### src/ttce_pkg.sv
// ============================================================================
// ttce_pkg
// Shared constants, configuration types and the quarter-wave cosine tables
// for the time-to-collision emergency brake.
// ============================================================================
package ttce_pkg;

    // Item kinds carried in tuser.
    localparam logic [1:0] KIND_SPEED = 2'd0;
    localparam logic [1:0] KIND_BEAM  = 2'd1;
    localparam logic [1:0] KIND_TICK  = 2'd2;

    // Configuration register indexes.
    localparam int CFG_IDX_W = 3;
    localparam logic [CFG_IDX_W-1:0] CFG_TTC_THRESHOLD = 3'd0;
    localparam logic [CFG_IDX_W-1:0] CFG_MIN_SPEED     = 3'd1;
    localparam logic [CFG_IDX_W-1:0] CFG_ANGLE_START   = 3'd2;
    localparam logic [CFG_IDX_W-1:0] CFG_ANGLE_STEP    = 3'd3;
    localparam logic [CFG_IDX_W-1:0] CFG_MIN_HOLD      = 3'd4;
    localparam logic [CFG_IDX_W-1:0] CFG_CLEAR_SCANS   = 3'd5;
    localparam int CFG_DATA_W = 16;

    // Field widths.
    localparam int THR_W    = 14;
    localparam int MINSPD_W = 15;
    localparam int ANGLE_W  = 16;
    localparam int HOLD_W   = 16;
    localparam int CNT_W    = 8;
    localparam int SPEED_W  = 16;
    localparam int RANGE_W  = 16;
    localparam int REACH_W  = THR_W + SPEED_W - 1;

    // Reset values of the configuration registers.
    localparam logic [THR_W-1:0]    RST_TTC_THRESHOLD = 14'd500;
    localparam logic [MINSPD_W-1:0] RST_MIN_SPEED     = 15'd100;
    localparam logic [ANGLE_W-1:0]  RST_ANGLE_START   = 16'hA000;
    localparam logic [ANGLE_W-1:0]  RST_ANGLE_STEP    = 16'd46;
    localparam logic [HOLD_W-1:0]   RST_MIN_HOLD      = 16'd1000;
    localparam logic [CNT_W-1:0]    RST_CLEAR_SCANS   = 8'd10;

    typedef struct packed {
        logic [THR_W-1:0]    ttc_threshold_ms;
        logic [MINSPD_W-1:0] min_speed_mm_s;
        logic [ANGLE_W-1:0]  angle_start;
        logic [ANGLE_W-1:0]  angle_step;
        logic [HOLD_W-1:0]   min_hold_ms;
        logic [CNT_W-1:0]    clear_scans;
    } cfg_t;

    // Events from the item stage to the brake latch.
    typedef struct packed {
        logic scan_end;
        logic tick;
        logic danger;
        logic speed_ok;
    } brake_evt_t;

    typedef struct packed {
        logic             latched;
        logic             brake_next;
        logic [CNT_W-1:0] clear_next;
    } brake_stat_t;

    // Cosine table geometry. Depth is a power of two.
    localparam int COS_TABLE_DEPTH = 1024;
    localparam int COS_FRAC_BITS   = 15;
    localparam int COS_IDX_W       = $clog2(COS_TABLE_DEPTH);
    localparam int QTR_IDX_W       = COS_IDX_W - 2;
    localparam int QTR_DEPTH       = COS_TABLE_DEPTH / 4;
    localparam int COS_W           = COS_FRAC_BITS + 1;

    localparam longint PI_HALF_Q30 = 64'sd1686629713;
    localparam longint ONE_Q30     = 64'sd1073741824;
    localparam int     ROUND_SH    = 30 - COS_FRAC_BITS;

    // Taylor divisors n*(n+1) for the cosine and sine series.
    localparam longint COS_DIV [7] = '{2, 12, 30, 56, 90, 132, 182};
    localparam longint SIN_DIV [7] = '{6, 20, 42, 72, 110, 156, 210};

    typedef logic [COS_W-1:0] cos_quarter_t [QTR_DEPTH];

    // Builds one positive quarter of the table: the cosine series for the
    // first quadrant, or the sine series that the fourth quadrant uses.
    function automatic cos_quarter_t build_cos_quarter(input bit use_sin);
        cos_quarter_t tab;
        longint       r;
        longint       x;
        longint       x2;
        longint       term;
        longint       sum;
        longint       mag;
        for (int k = 0; k < QTR_DEPTH; k++) begin
            r  = (longint'(k) * ONE_Q30) / QTR_DEPTH;
            x  = (r * PI_HALF_Q30) >>> 30;
            x2 = (x * x) >>> 30;
            term = use_sin ? x : ONE_Q30;
            sum  = term;
            for (int t = 0; t < 7; t++) begin
                if (use_sin) begin
                    term = -((term * x2) / ONE_Q30) / SIN_DIV[t];
                end
                else begin
                    term = -((term * x2) / ONE_Q30) / COS_DIV[t];
                end
                sum = sum + term;
            end
            if (sum <= 0) begin
                mag = 0;
            end
            else begin
                mag = (sum + (64'sd1 <<< (ROUND_SH - 1))) >>> ROUND_SH;
                if (mag > (64'sd1 <<< COS_FRAC_BITS)) begin
                    mag = 64'sd1 <<< COS_FRAC_BITS;
                end
            end
            tab[k] = mag[COS_W-1:0];
        end
        return tab;
    endfunction

    localparam cos_quarter_t COS_Q_FIRST  = build_cos_quarter(1'b0);
    localparam cos_quarter_t COS_Q_FOURTH = build_cos_quarter(1'b1);

endpackage

### src/ttc_emergency_brake.sv
// ============================================================================
// ttc_emergency_brake
// Time-to-collision emergency brake over a streamed lidar scan.
// ============================================================================
// The block takes one transaction per clock on the slave side: a speed
// update, a beam sample or a millisecond tick, selected by s_tuser. Each
// item passes through an input register and is finished by one cosine table
// lookup, one reach-by-cosine multiply and a compare, so a new item can enter
// every cycle. A beam with s_tlast set ends the scan, and its result is
// loaded from the input register into the output register, which drives
// m_tvalid; other items produce none. The only stall comes from the output
// register: a scan-ending beam waits in the input register while an earlier
// result has not been taken.
// There is no clearing pass after reset. Configuration writes are accepted
// at any time and should be issued only while no item is in flight.
module ttc_emergency_brake (
    input  logic                            clk,
    input  logic                            rst_n,
    // s_tdata: speed_mm_s [15:0], range_mm [31:16], range_valid [32]
    input  logic [39:0]                     s_tdata,
    // s_tuser: kind [1:0]
    input  logic [1:0]                      s_tuser,
    input  logic                            s_tlast,
    input  logic                            s_tvalid,
    output logic                            s_tready,
    // m_tdata: brake_on [0], danger_found [1], clear_progress [9:2]
    output logic [15:0]                     m_tdata,
    output logic                            m_tvalid,
    input  logic                            m_tready,
    input  logic                            cfg_valid,
    output logic                            cfg_ready,
    input  logic [ttce_pkg::CFG_IDX_W-1:0]  cfg_index,
    input  logic [ttce_pkg::CFG_DATA_W-1:0] cfg_data
);

    ttce_pkg::cfg_t        cfg;
    ttce_pkg::brake_evt_t  evt;
    ttce_pkg::brake_stat_t stat;

    logic                           cfg_wr;

    // Input stage.
    logic                           st_valid_reg;
    logic [1:0]                     st_kind_reg;
    logic [ttce_pkg::SPEED_W-1:0]   st_speed_reg;
    logic [ttce_pkg::RANGE_W-1:0]   st_range_reg;
    logic                           st_rvalid_reg;
    logic                           st_last_reg;

    logic                           is_beam;
    logic                           gives_result;
    logic                           out_free;
    logic                           advance;
    logic                           danger_hit;
    logic                           danger_now;

    // Scan state.
    logic [ttce_pkg::SPEED_W-1:0]   speed_reg;
    logic [ttce_pkg::SPEED_W-1:0]   speed_next;
    logic [ttce_pkg::REACH_W-1:0]   reach_reg;
    logic [ttce_pkg::REACH_W-1:0]   reach_next;
    logic [ttce_pkg::ANGLE_W-1:0]   angle_reg;
    logic [ttce_pkg::ANGLE_W-1:0]   angle_next;
    logic                           seen_reg;
    logic                           seen_next;

    // Output register.
    logic                           out_valid_reg;
    logic                           out_brake_reg;
    logic                           out_danger_reg;
    logic [ttce_pkg::CNT_W-1:0]     out_cnt_reg;

    assign cfg_ready = 1'b1;
    assign cfg_wr    = cfg_valid && cfg_ready;

    ttce_cfg_regs u_cfg (
        .clk      (clk),
        .rst_n    (rst_n),
        .wr_en    (cfg_wr),
        .wr_index (cfg_index),
        .wr_data  (cfg_data),
        .cfg      (cfg)
    );

    assign is_beam      = (st_kind_reg == ttce_pkg::KIND_BEAM);
    assign gives_result = is_beam && st_last_reg;
    assign out_free     = !out_valid_reg || m_tready;
    assign advance      = st_valid_reg && (!gives_result || out_free);
    assign s_tready     = !st_valid_reg || advance;

    always_ff @(posedge clk or negedge rst_n)
    begin
        if (!rst_n)
        begin
            st_valid_reg <= 1'b0;
        end
        else if (s_tready)
        begin
            st_valid_reg <= s_tvalid;
        end
    end

    always_ff @(posedge clk)
    begin
        if (s_tvalid && s_tready)
        begin
            st_kind_reg   <= s_tuser;
            st_speed_reg  <= s_tdata[15:0];
            st_range_reg  <= s_tdata[31:16];
            st_rvalid_reg <= s_tdata[32];
            st_last_reg   <= s_tlast;
        end
    end

    ttce_beam_eval u_beam (
        .beam_angle  (angle_reg),
        .range_mm    (st_range_reg),
        .range_valid (st_rvalid_reg),
        .reach_um    (reach_reg),
        .danger_hit  (danger_hit)
    );

    assign danger_now = seen_reg || danger_hit;

    always_comb
    begin
        speed_next = speed_reg;
        reach_next = reach_reg;
        angle_next = angle_reg;
        seen_next  = seen_reg;
        if (advance && (st_kind_reg == ttce_pkg::KIND_SPEED))
        begin
            speed_next = st_speed_reg;
            if (!st_speed_reg[ttce_pkg::SPEED_W-1] && (st_speed_reg != '0))
            begin
                reach_next = ttce_pkg::REACH_W'(cfg.ttc_threshold_ms)
                             * ttce_pkg::REACH_W'(st_speed_reg[ttce_pkg::SPEED_W-2:0]);
            end
            else
            begin
                reach_next = '0;
            end
        end
        if (advance && is_beam)
        begin
            if (st_last_reg)
            begin
                seen_next  = 1'b0;
                angle_next = cfg.angle_start;
            end
            else
            begin
                seen_next  = danger_now;
                angle_next = angle_reg + cfg.angle_step;
            end
        end
        // Writing the start angle restarts the angle sequence.
        if (cfg_wr && (cfg_index == ttce_pkg::CFG_ANGLE_START))
        begin
            angle_next = cfg_data[ttce_pkg::ANGLE_W-1:0];
        end
    end

    always_ff @(posedge clk or negedge rst_n)
    begin
        if (!rst_n)
        begin
            speed_reg <= '0;
            reach_reg <= '0;
            angle_reg <= ttce_pkg::RST_ANGLE_START;
            seen_reg  <= 1'b0;
        end
        else
        begin
            speed_reg <= speed_next;
            reach_reg <= reach_next;
            angle_reg <= angle_next;
            seen_reg  <= seen_next;
        end
    end

    assign evt.scan_end = advance && gives_result;
    assign evt.tick     = advance && (st_kind_reg == ttce_pkg::KIND_TICK);
    assign evt.danger   = danger_now;
    assign evt.speed_ok = $signed(speed_reg)
                          > $signed({1'b0, cfg.min_speed_mm_s});

    ttce_brake_ctrl u_brake (
        .clk   (clk),
        .rst_n (rst_n),
        .cfg   (cfg),
        .evt   (evt),
        .stat  (stat)
    );

    always_ff @(posedge clk or negedge rst_n)
    begin
        if (!rst_n)
        begin
            out_valid_reg <= 1'b0;
        end
        else if (evt.scan_end)
        begin
            out_valid_reg <= 1'b1;
        end
        else if (m_tready)
        begin
            out_valid_reg <= 1'b0;
        end
    end

    always_ff @(posedge clk)
    begin
        if (evt.scan_end)
        begin
            out_brake_reg  <= stat.brake_next;
            out_danger_reg <= danger_now;
            out_cnt_reg    <= stat.clear_next;
        end
    end

    assign m_tvalid = out_valid_reg;
    assign m_tdata  = {6'd0, out_cnt_reg, out_danger_reg, out_brake_reg};

    // The clear count only runs while the brake is latched.
    assert property (@(posedge clk) disable iff (!rst_n)
        !stat.latched |-> (stat.clear_next == '0 || stat.brake_next))
        else $error("clear count nonzero while brake released");

    // A brake can only latch on a scan that reports danger.
    assert property (@(posedge clk) disable iff (!rst_n)
        $rose(stat.latched) |-> (out_valid_reg && out_danger_reg && out_brake_reg))
        else $error("brake latched without a danger result");

    // A scan-ending beam must not be overwritten while its result is blocked.
    assert property (@(posedge clk) disable iff (!rst_n)
        (st_valid_reg && gives_result && out_valid_reg && !m_tready) |-> !s_tready)
        else $error("input stage accepted over a blocked scan end");

endmodule

### src/ttce_cfg_regs.sv
// ============================================================================
// ttce_cfg_regs
// Configuration register file written through the configuration channel.
// ============================================================================
module ttce_cfg_regs (
    input  logic                            clk,
    input  logic                            rst_n,
    input  logic                            wr_en,
    input  logic [ttce_pkg::CFG_IDX_W-1:0]  wr_index,
    input  logic [ttce_pkg::CFG_DATA_W-1:0] wr_data,
    output ttce_pkg::cfg_t                  cfg
);

    ttce_pkg::cfg_t cfg_reg;
    ttce_pkg::cfg_t cfg_next;

    always_comb
    begin
        cfg_next = cfg_reg;
        if (wr_en)
        begin
            unique case (wr_index)
                ttce_pkg::CFG_TTC_THRESHOLD:
                    cfg_next.ttc_threshold_ms = wr_data[ttce_pkg::THR_W-1:0];
                ttce_pkg::CFG_MIN_SPEED:
                    cfg_next.min_speed_mm_s = wr_data[ttce_pkg::MINSPD_W-1:0];
                ttce_pkg::CFG_ANGLE_START:
                    cfg_next.angle_start = wr_data[ttce_pkg::ANGLE_W-1:0];
                ttce_pkg::CFG_ANGLE_STEP:
                    cfg_next.angle_step = wr_data[ttce_pkg::ANGLE_W-1:0];
                ttce_pkg::CFG_MIN_HOLD:
                    cfg_next.min_hold_ms = wr_data[ttce_pkg::HOLD_W-1:0];
                ttce_pkg::CFG_CLEAR_SCANS:
                    cfg_next.clear_scans = wr_data[ttce_pkg::CNT_W-1:0];
                default:
                    cfg_next = cfg_reg;
            endcase
        end
    end

    always_ff @(posedge clk or negedge rst_n)
    begin
        if (!rst_n)
        begin
            cfg_reg.ttc_threshold_ms <= ttce_pkg::RST_TTC_THRESHOLD;
            cfg_reg.min_speed_mm_s   <= ttce_pkg::RST_MIN_SPEED;
            cfg_reg.angle_start      <= ttce_pkg::RST_ANGLE_START;
            cfg_reg.angle_step       <= ttce_pkg::RST_ANGLE_STEP;
            cfg_reg.min_hold_ms      <= ttce_pkg::RST_MIN_HOLD;
            cfg_reg.clear_scans      <= ttce_pkg::RST_CLEAR_SCANS;
        end
        else
        begin
            cfg_reg <= cfg_next;
        end
    end

    assign cfg = cfg_reg;

endmodule

### src/ttce_beam_eval.sv
// ============================================================================
// ttce_beam_eval
// Per-beam danger test: cosine lookup, reach projection and range compare.
// ============================================================================
module ttce_beam_eval (
    input  logic [ttce_pkg::ANGLE_W-1:0] beam_angle,
    input  logic [ttce_pkg::RANGE_W-1:0] range_mm,
    input  logic                         range_valid,
    input  logic [ttce_pkg::REACH_W-1:0] reach_um,
    output logic                         danger_hit
);

    localparam int RANGE_W_X = ttce_pkg::RANGE_W + 10;
    localparam int RHS_W     = ttce_pkg::REACH_W + ttce_pkg::COS_W;

    localparam logic [1:0] QUAD_FIRST  = 2'd0;
    localparam logic [1:0] QUAD_FOURTH = 2'd3;

    logic [ttce_pkg::COS_IDX_W-1:0] tab_idx;
    logic [1:0]                     quad;
    logic [ttce_pkg::QTR_IDX_W-1:0] quad_pos;
    logic [ttce_pkg::COS_W-1:0]     cos_val;
    logic [RANGE_W_X-1:0]           range_scaled;
    logic [RHS_W-1:0]               lhs;
    logic [RHS_W-1:0]               rhs;

    // The table index is the top bits of the angle; only the first and
    // fourth quadrants can give a positive cosine.
    assign tab_idx  = beam_angle[ttce_pkg::ANGLE_W-1 -: ttce_pkg::COS_IDX_W];
    assign quad     = tab_idx[ttce_pkg::COS_IDX_W-1 -: 2];
    assign quad_pos = tab_idx[ttce_pkg::QTR_IDX_W-1:0];

    always_comb
    begin
        case (quad)
            QUAD_FIRST:  cos_val = ttce_pkg::COS_Q_FIRST[quad_pos];
            QUAD_FOURTH: cos_val = ttce_pkg::COS_Q_FOURTH[quad_pos];
            default:     cos_val = '0;
        endcase
    end

    assign range_scaled = RANGE_W_X'(range_mm) * RANGE_W_X'(1000);
    assign lhs = RHS_W'({range_scaled, {ttce_pkg::COS_FRAC_BITS{1'b0}}});
    assign rhs = RHS_W'(reach_um) * RHS_W'(cos_val);

    assign danger_hit = range_valid && (range_mm != '0) && (cos_val != '0)
                        && (reach_um != '0) && (lhs < rhs);

endmodule

### src/ttce_brake_ctrl.sv
// ============================================================================
// ttce_brake_ctrl
// Brake latch with minimum hold timer and consecutive clear scan counter.
// ============================================================================
module ttce_brake_ctrl (
    input  logic                  clk,
    input  logic                  rst_n,
    input  ttce_pkg::cfg_t        cfg,
    input  ttce_pkg::brake_evt_t  evt,
    output ttce_pkg::brake_stat_t stat
);

    logic                          latched_reg;
    logic                          latched_next;
    logic [ttce_pkg::CNT_W-1:0]    clear_cnt_reg;
    logic [ttce_pkg::CNT_W-1:0]    clear_cnt_next;
    logic [ttce_pkg::HOLD_W-1:0]   hold_reg;
    logic [ttce_pkg::HOLD_W-1:0]   hold_next;
    logic [ttce_pkg::CNT_W-1:0]    cnt_inc;

    assign cnt_inc = (&clear_cnt_reg) ? clear_cnt_reg : clear_cnt_reg + 1'b1;

    always_comb
    begin
        latched_next   = latched_reg;
        clear_cnt_next = clear_cnt_reg;
        hold_next      = hold_reg;
        if (evt.scan_end)
        begin
            if (evt.danger && evt.speed_ok)
            begin
                if (!latched_reg)
                begin
                    hold_next = '0;
                end
                latched_next   = 1'b1;
                clear_cnt_next = '0;
            end
            else if (latched_reg && (hold_reg >= cfg.min_hold_ms))
            begin
                if (cnt_inc >= cfg.clear_scans)
                begin
                    latched_next   = 1'b0;
                    clear_cnt_next = '0;
                end
                else
                begin
                    clear_cnt_next = cnt_inc;
                end
            end
        end
        else if (evt.tick && latched_reg && !(&hold_reg))
        begin
            hold_next = hold_reg + 1'b1;
        end
    end

    always_ff @(posedge clk or negedge rst_n)
    begin
        if (!rst_n)
        begin
            latched_reg   <= 1'b0;
            clear_cnt_reg <= '0;
            hold_reg      <= '0;
        end
        else
        begin
            latched_reg   <= latched_next;
            clear_cnt_reg <= clear_cnt_next;
            hold_reg      <= hold_next;
        end
    end

    assign stat.latched    = latched_reg;
    assign stat.brake_next = latched_next;
    assign stat.clear_next = clear_cnt_next;

endmodule
### config.mk
export PLATFORM = sky130hd
export DESIGN_NAME = ttc_emergency_brake
export DESIGN_NICKNAME = d
export VERILOG_FILES = /design/src/ttce_pkg.sv /design/src/ttc_emergency_brake.sv /design/src/ttce_cfg_regs.sv /design/src/ttce_beam_eval.sv /design/src/ttce_brake_ctrl.sv
export SDC_FILE = /design/constraint.sdc
export NUM_CORES = 2
export LEC_CHECK = 0
export BUFFER_PORTS_ARGS = -buffer_cell sky130_fd_sc_hd__buf_2
export CAP_MARGIN = 20
export CORE_UTILIZATION = 40
export CTS_CLUSTER_DIAMETER = 40
export DETAILED_ROUTE_END_ITERATION = 12
export PLACE_DENSITY = 0.65
export SLEW_MARGIN = 25
export SYNTH_ARGS = -nofsm -noshare
export SYNTH_HDL_FRONTEND = slang
export SYNTH_SLANG_ARGS = --single-unit
### constraint.sdc
create_clock -name clk -period 13.1 [get_ports clk]
set_input_delay 0.655 -clock clk [delete_from_list [all_inputs] [get_ports clk]]
set_output_delay 0.655 -clock clk [all_outputs]
set_load 0.1 [all_outputs]
; Yosys cells after proc, flatten, opt, wreduce, memory -nomap -nowiden
; Memory sizes are Yosys's and may differ from the RTL's.
; Cells that the tools add are included.
[classes]
addsub = 3
mul = 3
order_cmp = 5
eq_ne = 10
muxes = 25
bitwise_logic = 1
n_reduce_logical = 45
[ops]
columns = op, n
row1 = $mux W16, 11
row2 = $reduce_bool A16 Y1, 3
row3 = $lt A41 B45 Y1, 1
row4 = $mul A29 B16 Y45, 1
row5 = $mux W8, 5
row6 = $pmux W16 S2, 1
row7 = $mul A14 B15 Y29, 1
row8 = $mux W29, 1
row9 = $reduce_bool A29 Y1, 1
row10 = $mul A16 B7 Y23 const B, 1
row11 = $logic_and A1 B1 Y1, 17
row12 = $add A16 B1 Y16 const B, 1
row13 = $add A16 B16 Y16, 1
row14 = $ge A16 B16 Y1, 1
row15 = $gt A16 B16 Y1, 1
row16 = $reduce_and A16 Y1, 1
row17 = $reduce_and A2 Y1, 6
row18 = $ge A9 B9 Y1 const B, 1
row19 = $not A8 Y9, 1
row20 = $add A8 B1 Y8 const B, 1
row21 = $ge A8 B8 Y1, 1
row22 = $reduce_and A8 Y1, 1
row23 = $mux W1, 7
row24 = $eq A3 B2 Y1 const B, 2
row25 = other kinds (12), 24
[word_totals]
ff_bits = 220
romBits = 8192
input_bits = 67
output_inout_bits = 19
mem_count = 2
[memory_table]
columns = name, words, word_bits, read_ports, rd_ports_with_merged_regs, write_ports, line
row1 = (name not given), 256, 16, 1, 0, 0, ttce_beam_eval.sv:36  ; QUAD_FIRST: cos_val = ttce_pkg::COS_Q_FIRST[quad_pos];
row2 = (name not given), 256, 16, 1, 0, 0, ttce_beam_eval.sv:37  ; QUAD_FOURTH: cos_val = ttce_pkg::COS_Q_FOURTH[quad_pos];

; Logic depth before layout (Yosys ltp)
[depth]
word_depth = 13
mapped_depth = 54

; By module
; From an unflattened synthesis, not the netlist that was laid out.
[unflattened]
cells_unflattened = 5106
hier_area_um2 = 43715.7
[modules_own_cells]
columns = mod, n_inst, cells_each, area_each_um2
row1 = ttce_beam_eval, 1, 3349, 25943.6
row2 = ttc_emergency_brake, 1, 1331, 12492.0
row3 = ttce_cfg_regs, 1, 184, 3251.9
row4 = ttce_brake_ctrl, 1, 242, 2028.2

; Least setup slack after synthesis
; OpenSTA, ideal clock, no wires.
[synth_path]
path_type = register to register
startpoint = register angle_reg[6] (netlist bit)
endpoint = register out_cnt_reg[3] (netlist bit), data pin
setup_time_ns = 0.164
arrival_ns = 11.290
t_required_ns = 12.936
setup_slack_ns = 1.646
stages_incl_launch_ff = 51
path_cell_list = dfrtp_1 -> clkbuf_1 -> inv_1 -> ha_1 -> buf_2 -> nand2b_1 -> buf_2 -> nand3_1 -> a21boi_0 -> mux4_2 -> o22ai_1 -> nand2_1 -> a221oi_1 -> clkbuf_1 -> clkbuf_1 -> nand2_1 -> fa_1 -> fa_1 -> [15 not listed] -> a21o_1 -> a21o_1 -> a41oi_1 -> xor2_1 -> ha_1 -> a211o_1 -> a21oi_1 -> a211o_1 -> a41oi_1 -> nand4b_1 -> a2111oi_0 -> a211oi_1 -> a211oi_1 -> nand4b_1 -> o211ai_4 -> buf_6 -> nand3_1 -> a31oi_1
[synth_lines]
columns = element, line
row1 = from (decl), ttc_emergency_brake.sv:62  ; logic [ttce_pkg::ANGLE_W-1:0] angle_reg;
row2 = from (signal assigned), ttc_emergency_brake.sv:170  ; angle_reg <= ttce_pkg::RST_ANGLE_START;
row3 = from (signal assigned), ttc_emergency_brake.sv:177  ; angle_reg <= angle_next;
row4 = to (signal assigned), ttc_emergency_brake.sv:218  ; out_cnt_reg <= stat.clear_next;
row5 = to (decl), ttc_emergency_brake.sv:71  ; logic [ttce_pkg::CNT_W-1:0] out_cnt_reg;

==> impl_metrics.ini <==
[status]
status = complete, no violations

[die]
num_rows = 119
die_h_um = 328
start_util = 0.403
dieArea_um2 = 108000
io_pins = 86
dieWidth_um = 328
coreArea_um2 = 105000

[global_route]
antenna_found_initial = 6
grt_max_degree = 98
grt_pass1_vias = 39024
grt_overflow = 0
grt_usage = 0.291
grt_pass1_wl_um = 239000

[yosys]
ys_types = 95
async_flop_share = 0.791
ys_ff_latch = 220
ys_seq_area_frac = 0.136
synth_top_area_frac = 0.275
synth_edf_count = 46
syn_area_um2 = 42500
ys_warn_count = 0
synth_common_cells = inv_1, nand2_1, fa_1, ha_1, and2_1
synth_top_flop_cell = dfrtp_1
netlist_top_cells_area = fa_1, ha_1, dfrtp_1
yosysTopAreaCell = fa_1
synth_cells = 5047
avgSynthCellArea_um2 = 8.43
yosysMostFrequentCell = inv_1

[worst_hold_path]
hp-class = in2async

[layout]
drive_above_1_share = 0.118
fill_cells = 10375
largest_register_ffs = 85
area_growth_pct = 11.0
fin_nets = 6155
utilization = 0.448

[worst_setup_path]
r2r_end = out_cnt_reg[4]
r2r_start = angle_reg[7]
cp_max_fo = 18
crit_arrival_ns = 13.06
crit_type = reg2reg
reg2reg_slack_ns = 0.41
crit_path_end_kind = register
slowest_stage = a211oi_1
rr_worst_depth = 49
cp_slowest_stage_delay_ns = 0.90
cp_common_cell = buf_4
crit_required_ns = 13.48
critPathLaunchType = register

[cts]
cts_root_buf = clkbuf_16
cts_tree = done
max-clock-path-buffers = 3
htree_levels = 2
cts_made_buffers = 34
path_clk_slew_ns = 0.06
cts_sinks = 220
insertion_delay_ns = 0.57

[timing]
slew_headroom = 0.329
rsz0062_at_grt = no
period_needed_ns = 12.69
whs_ns = 0.203
finalHoldViolCount = 0
fin_tns_setup_ns = 0
finalSetupViolCount = 0
fin_crit_sh = 0.968
drv_slew = 0
clock.fmax_ghz = 0.0788
final.setup_skew_ns = 0.0570
tightest_slew_ns = 1.00

[route]
drtIter0Drc = 4188
routed-wl-met2_um = 67900
drc_errors = 0
vias = 38245
drt_pass1_iterations = 6
wl_met1_um = 62600
wl_per_cell_um = 23.6
vias_per_cell = 5.84
antenna_left = 0
routed.top_layer = met5
routed_wl_um = 155000
met3WireLength_um = 14000

[run]
max_cap_violations = 0

[place]
io_buffers = 71
dpl.hpwl_um = 118000
gp_congestion = 1.08
-- stage by stage --
| stage | std cells | setup slack [ns] | instance area (um2) |
|---|---|---|---|
| global route | 6550 | 0.0270 | 47200 |
| finish | 6553 | 0.413 | 47200 |
| floorplan | 5052 | 1.65 | 42500 |
| CTS | 6544 | 0.0153 | 47000 |
| global placement | 6479 | -0.0420 | 45800 |
| detailed placement | 6480 | -0.0701 | 45800 |
-- worst max path at each step --
stage / start / endpoint / slack, ns / depth (start not counted)
final: angle_reg[7] / out_cnt_reg[4] / 0.41 / 49
after global routing: angle_reg[7] / out_cnt_reg[0] / 0.03 / 49
after CTS: angle_reg[7] / out_cnt_reg[4] / 0.02 / 52
after detailed placement: angle_reg[7] / out_cnt_reg[4] / -0.07 / 53
after global placement: angle_reg[7] / out_cnt_reg[4] / -0.04 / 53
after floorplan: angle_reg[6] / out_cnt_reg[3] / 1.65 / 50
-- logic make-up after synthesis --
family | Yosys count | share of synthesized area
simple gates | 1618 | 0.184
buf+inv | 1091 | 0.102
compound gates | 994 | 0.155
fa+ha+maj | 955 | 0.384
flops | 220 | 0.136
xor+xnor | 97 | 0.0200
mux | 70 | 0.0194
other cells | 2 | 0.000177
-- routing by layer --
metal  GRT usage  vias up
met2       0.450     1852
met5     0.00932        -
li1            -    16855
met3      0.0617      474
met4       0.155        6
met1       0.380    19058
-- final cells by class --
cell class	count	area, um2	area share
repair buffers	385	2970	0.0629
clock inverters	21	268	0.00567
diodes	3	7.51	0.000159
flip-flops and latches	220	5780	0.123
multi-input cells	3742	32700	0.693
clock buffers	41	918	0.0195
inverters	750	2820	0.0598
well taps	1391	1740	0.0369
-- placed cells by master (no fill, tap or decap), types with 72 or more instances in the layout --
| master | n |
|---|---|
| a21oi_1 | 221 |
| and2_1 | 277 |
| buf_4 | 293 |
| dfrtp_1 | 143 |
| fa_1 | 584 |
| ha_1 | 369 |
| inv_1 | 745 |
| nand2_1 | 679 |
| nand3_1 | 110 |
| nor2_1 | 175 |
| nor2b_1 | 72 |
| nor3_1 | 75 |
| o21ai_0 | 224 |
-- worst max-delay path: cells and delay by family, from the launching register on --
| kind | cells | cell delay, ns |
|---|---|---|
| AOI/OAI and AO/OA | 17 | 4.62 |
| buffers and inverters | 12 | 1.87 |
| and+or+nand+nor | 10 | 1.53 |
| DFF | 1 | 0.48 |
| xor gates and xnor gates | 1 | 0.10 |
| adders and majority gates | 9 | 3.88 |
-- repair_timing --
action | CTS | global route
pin swaps | 2 | 4
hold buffers | 0 | 0
endpoints found under the setup margin | 15 | 36
gates cloned | 1 | 0
buffers inserted | 1 | 6
resized for setup | 5 | 20
Power is not shown: default switching activity piles up to over one toggle a cycle in this logic, so the estimate is an artifact.
